## config.mk

```make
export PLATFORM = sky130hd
export DESIGN_NAME = agf_gain_pipe
export DESIGN_NICKNAME = d
export VERILOG_FILES = /design/src/sv/agf_pkg.sv /design/src/sv/agf_gain_pipe.sv
export SDC_FILE = /design/constraint.sdc
export NUM_CORES = 1
export LEC_CHECK = 0
export ABC_AREA = 0
export ABC_CLOCK_PERIOD_IN_PS = 1600
export BUFFER_PORTS_ARGS = -buffer_cell sky130_fd_sc_hd__buf_2
export CORE_UTILIZATION = 30
export DETAILED_ROUTE_END_ITERATION = 8
export PLACE_DENSITY = 0.47
export SYNTH_ARGS = -nofsm -noshare
export SYNTH_HDL_FRONTEND = slang
export SYNTH_SLANG_ARGS = --single-unit
```

## constraint.sdc

```tcl
create_clock -name clk -period 1.6 [get_ports clk]
set_input_delay 0.16 -clock clk [delete_from_list [all_inputs] [get_ports clk]]
set_output_delay 0.16 -clock clk [all_outputs]
set_load 0.005 [all_outputs]
```

## src/sv/agf_pkg.sv

```systemverilog
`timescale 1ns / 1ps
`default_nettype none

package agf_pkg;

    localparam int unsigned FIFO_DEPTH = 2048;
    localparam int unsigned PTR_W      = $clog2(FIFO_DEPTH);
    localparam int unsigned CNT_W      = $clog2(FIFO_DEPTH + 1);
    localparam int unsigned SAMPLE_W   = 16;
    localparam int unsigned GAIN_W     = 16;
    localparam int unsigned PROD_W     = SAMPLE_W + GAIN_W + 1;
    localparam int unsigned Q_SHIFT    = 15;
    localparam int unsigned SHIFTED_W  = PROD_W - Q_SHIFT;
    localparam int unsigned CFG_IDX_W  = 1;

    localparam logic [GAIN_W-1:0] UNITY_GAIN = GAIN_W'(32768);

    typedef enum logic [1:0] {
        MODE_PUSH  = 2'd0,
        MODE_POP   = 2'd1,
        MODE_CLEAR = 2'd2
    } mode_t;

    typedef enum logic [CFG_IDX_W-1:0] {
        REG_GAIN = 1'b0,
        REG_MUTE = 1'b1
    } cfg_reg_t;

    // Control that travels with a pop through the gain pipeline
    typedef struct packed {
        logic valid;
        logic taken;
        logic zero;
    } pop_ctl_t;

    // Floor of product / 2^15, clamped to the signed sample range
    function automatic logic signed [SAMPLE_W-1:0] sat_q15(
        input logic signed [PROD_W-1:0] prod
    );
        logic signed [SHIFTED_W-1:0] shifted;
        logic signed [SHIFTED_W-1:0] max_v;
        logic signed [SHIFTED_W-1:0] min_v;
        logic signed [SAMPLE_W-1:0]  res;
        shifted = SHIFTED_W'(prod >>> Q_SHIFT);
        max_v   = SHIFTED_W'(2 ** (SAMPLE_W - 1) - 1);
        min_v   = -SHIFTED_W'(2 ** (SAMPLE_W - 1));
        if (shifted > max_v)
        begin
            res = {1'b0, {(SAMPLE_W-1){1'b1}}};
        end
        else if (shifted < min_v)
        begin
            res = {1'b1, {(SAMPLE_W-1){1'b0}}};
        end
        else
        begin
            res = shifted[SAMPLE_W-1:0];
        end
        return res;
    endfunction

endpackage

`default_nettype wire

```

## src/sv/agf_gain_pipe.sv

```systemverilog
`timescale 1ns / 1ps
`default_nettype none

module agf_gain_pipe (
    input  wire logic                                clk,
    input  wire logic                                rst_n,
    input  wire logic                                advance,
    input  wire agf_pkg::pop_ctl_t                   s1_ctl,
    input  wire logic signed [agf_pkg::SAMPLE_W-1:0] s1_sample,
    input  wire logic        [agf_pkg::GAIN_W-1:0]   gain,
    output logic                                     out_valid,
    output logic signed      [agf_pkg::SAMPLE_W-1:0] sample_out,
    output logic                                     from_fifo
);
    import agf_pkg::*;

    pop_ctl_t                   s2_ctl_reg;
    logic signed [PROD_W-1:0]   prod_reg;
    logic signed [PROD_W-1:0]   prod_next;
    logic                       out_valid_reg;
    logic signed [SAMPLE_W-1:0] sample_out_reg;
    logic signed [SAMPLE_W-1:0] sample_out_next;
    logic                       from_fifo_reg;

    // Signed sample times unsigned gain, both widened to the product width
    assign prod_next = $signed({{(PROD_W-SAMPLE_W){s1_sample[SAMPLE_W-1]}}, s1_sample})
                     * $signed({{(PROD_W-GAIN_W){1'b0}}, gain});

    assign sample_out_next = s2_ctl_reg.zero ? '0 : sat_q15(prod_reg);

    always_ff @(posedge clk or negedge rst_n)
    begin
        if (!rst_n)
        begin
            s2_ctl_reg    <= '0;
            out_valid_reg <= 1'b0;
        end
        else if (advance)
        begin
            s2_ctl_reg    <= s1_ctl;
            out_valid_reg <= s2_ctl_reg.valid;
        end
    end

    always_ff @(posedge clk)
    begin
        if (advance)
        begin
            prod_reg       <= prod_next;
            sample_out_reg <= sample_out_next;
            from_fifo_reg  <= s2_ctl_reg.taken;
        end
    end

    assign out_valid  = out_valid_reg;
    assign sample_out = sample_out_reg;
    assign from_fifo  = from_fifo_reg;

endmodule

`default_nettype wire

```

# Word-level counts from Yosys, hierarchy flattened
# Cells that the tools add are included.
# classes
n_addsub,0
mul,1
n_div,0
magnitude_cmp,2
eq_ne,0
shifts,0
n_mux,2
bitwise,0
reduce_logical,1
# op_table
operator,n
16-bit by 17-bit multiplier with 33-bit output,1
"18-bit by 16-bit > comparator with 1-bit output, second input constant",1
"18-bit by 16-bit < comparator with 1-bit output, second input constant",1
16-bit two-way mux,1
15-bit two-way mux,1
2-bit OR reduction,1
# totals
regBits,54
latch_bits,0
ram_bits,0
rom_bits,0
input_bits,38
n_memories,0

# Logic depth before layout (Yosys ltp)
# logic_depth
word_depth,3
ltp_mapped,21

# Worst setup path before layout
# Ideal clock, no wire load.
# synth_path
path_type,input to register
startpoint,input port gain[7] (netlist name)
endpoint,register prod_reg[29] (data pin)
arrival_ns,5.039
required_time_ns,1.340
slack_ns,-3.698
cell_stages,20
n_path_buf,1
cell_sequence,clkbuf_1 > nand2_1 > fa_1 > inv_1 > fa_1 > inv_1 > fa_1 > inv_1 > fa_1 > fa_1 > inv_1 > fa_1 > inv_1 > ha_1 > a21oi_2 > o21ai_2 > nor4b_2 > a211oi_2 > a41oi_1 > xnor2_1
# synth_via
elab_chain_cells,1
# synth_rtl
item,line_no,source
from (decl),agf_gain_pipe.sv:10,"input wire logic [agf_pkg::GAIN_W-1:0] gain,"
16-bit by 17-bit multiplier with 33-bit output,agf_gain_pipe.sv:27,"* $signed({{(PROD_W-GAIN_W){1'b0}}, gain});"
named net prod_next[29],agf_gain_pipe.sv:19,logic signed [PROD_W-1:0] prod_next;
to (signal assigned),agf_gain_pipe.sv:49,prod_reg <= prod_next;
to (decl),agf_gain_pipe.sv:18,logic signed [PROD_W-1:0] prod_reg;
# The timed path passes the listed nets, and every way through them passes these cells.
# A chain may end at the register's enable or synchronous reset.

# Final worst setup path
# layout_path
startpoint,input port s1_sample[5] (netlist name)
endpoint,register prod_reg[27] (data pin)
# layout_via
elab_chain_cells,1
# layout_rtl
item,line_no,source
from (decl),agf_gain_pipe.sv:9,"input wire logic signed [agf_pkg::SAMPLE_W-1:0] s1_sample,"
16-bit by 17-bit multiplier with 33-bit output,agf_gain_pipe.sv:27,
named net prod_next[27],agf_gain_pipe.sv:19,
# The timed path passes the listed nets, and every way through them passes these cells.

==> flow_summary.ini <==
[run_status]
status = finished, violations left
violations = setup timing

[die]
die_w_um = 186
core_um2 = 32900
die-area_um2 = 34400
rows = 66
ios = 56
dieHeight_um = 186
initial_core_util = 0.308

[sta]
relSlewSlack = 0.418
hold_violations = 0
worst_pin_slew_ps = 870
clock_skew_ps = 4.84
setup_viol = 18
fin_ws_ps = -3420
slew_viol_final = 0
period_share = 3.14
rsz0062_at_grt = true
max_freq_ghz = 0.199
period_needed_ps = 5020

[yosys]
yosysWarnings = 0
synthCells = 1075
synth_edf_count = 35
ys_seq_elements = 39
syn_nets = 1425
yosys.area_share.xor_xnor = 0.0173
synth_mux_area_frac = 0.00446
syn_avg_cell_area_um2 = 9.40
netlist_area_um2 = 10100
synth_compound_area_frac = 0.0708
yosysSeqAreaShare = 0.114
synthSimpleGateAreaFrac = 0.161
synthAdderAreaFrac = 0.530
synthArstFlopShare = 0.103
synth_top_family_by_area = adder cells
ys_types = 61
yosys_most_used_dff = edfxtp_1

[setup_path]
r2r_cells = 2
r2r_slack_ps = 150
reg2reg_from = prod_reg[32]
worstPathMaxFanout = 6
cp-start-kind = input port
worstPathRequired_ps = 1690
arrival_ps = 5110
crit_type = in -> reg
critPathCaptureType = register
r2r-end = sample_out[3]

[cells_and_area]
nFillCells = 3345
stdcell_area_um2 = 13500
layout_common_cells = inv_1, fa_1, buf_4, nand2_1, ha_1
drive_gt1_frac = 0.317
final_common_cell = inv_1
syn_to_final_growth_pct = 33.3
largest_reg_flops = 18
antennaDiodeCount = 0
nets = 1624

[routing]
wl_per_cell_um = 14.8
vias = 7674
antenna_left = 0
dr.pass1.iters = 4
drc = 0
drt_wl_total_mm = 25.4
viasPerCell = 4.47
drt-initial-drc-count = 282

[global_route]
grt_max_degree = 21
grt.total_usage = 0.159
overflow = 0
antenna_found_initial = 0
first_global_vias = 8328
grt_first_pass_wirelength_mm = 43.2

[clock_tree]
htreeDepth = 2
path_clk_slew_ps = 50
clkSinkCount = 39
cts_tree = done
clockBufferDepth = 2
cts-root-buf = clkbuf_16
clock_latency_ps = 270
cts_buffers = 5

[min_path]
worstHoldStart = s1_ctl[1]
min_to = s2_ctl_reg[1]
hp-class = in -> reg
timing.hold.worst_path_depth = 2

[place]
place_area_um2 = 12200
dpl_worst_slack_ps = -4040
numPortBuffers = 55
gp_congestion = 0.838
dpl.hpwl_mm = 21.8

[flow_run]
drv_cap = 0
worst max-delay path by stage:
stage	cells past startpoint	from	slack, ps	end
2_1_floorplan	19	s1_sample[9]	-3440	prod_reg[31]
3_3_place_gp	19	gain[8]	-4020	prod_reg[25]
3_5_place_dp	19	gain[8]	-4040	prod_reg[25]
4_1_cts	20	s1_sample[6]	-3440	prod_reg[27]
5_1_grt	20	gain[9]	-3680	prod_reg[27]
6_report	18	s1_sample[5]	-3420	prod_reg[27]
synth_stat cells, drive strengths merged, types with 4 or more instances:
cell type	n	area [um^2]
a21o	4	30.0
a31oi	4	25.0
xor2	5	43.8
nand3	5	25.0
and2	113	707
edfxtp	35	1050
inv	235	882
ha	119	1490
buf	4	27.5
clkbuf	34	128
nand2b	9	56.3
a21oi	38	205
nand2	148	558
fa	193	3860
mux2	4	45.0
xnor2	15	131
o21a	17	128
nor3	4	20.0
nor2	23	93.8
nand4	9	62.6
o21ai	14	77.6
dfrtp	4	100
critical path: stages:
cell and delay (ps):
buf_12 110, and2_4 150, fa_1 540, inv_2 40, fa_2 560, fa_2 450, fa_1 530, inv_2 40
fa_1 550, fa_1 460, ha_4 330, nand4_1 200, buf_4 200, o41ai_4 220, a21oi_2 80, nand2_2 100
nor4_1 60, a2111oi_2 310
area by class of cell:
type	count	area, um^2	area share
multi-input cells	762	8700	0.646
clock buffers	7	133	0.00984
clock inverters	1	5.00	0.000371
inverters	236	891	0.0661
well taps	442	553	0.0410
flip-flops and latches	39	1150	0.0854
repair buffers	230	2040	0.152
timing repair:
action / CTS / global route
pin swaps: 96 / 39
setup buffers: 18 / 9
gates resized for setup: 172 / 47
hold buffers: 1 / 0
hold endpoints to repair: 4 / 0
cloned: 3 / 0
endpoints found under the setup margin: 18 / 33
layer usage:
layer,track usage,part of all wire,vias to the layer above,wire [um]
met5,0,0,-,0
li1,-,-,3711,-
met4,0.0292,0.018,0,448
met3,0.00626,0.027,27,682
met2,0.266,0.46,119,11700
met1,0.230,0.50,3817,12600
cell families (layout without fill, tap and decap cells):
group | count (synthesis) | after routing
and+or+nand+nor | 323 | 323
AOI/OAI and AO/OA | 103 | 103
muxes | 4 | 4
xor gates and xnor gates | 20 | 20
DFF | 39 | 39
adders and majority gates | 312 | 312
buffers and inverters | 274 | 474
through the flow:
stage	TNS, ps	hold slack, ps	util	cells
finish	-59070	126	0.410	1717
global route	-62350	123	0.410	1717
CTS	-59050	118	0.403	1711
detailed placement	-68540	-32.2	0.371	1682
global placement	-68400	-31.9	0.371	1682
floorplan	-57870	-136	-	1075
Power is not shown: default switching activity piles up to over one toggle a cycle in this logic, so the estimate is an artifact.
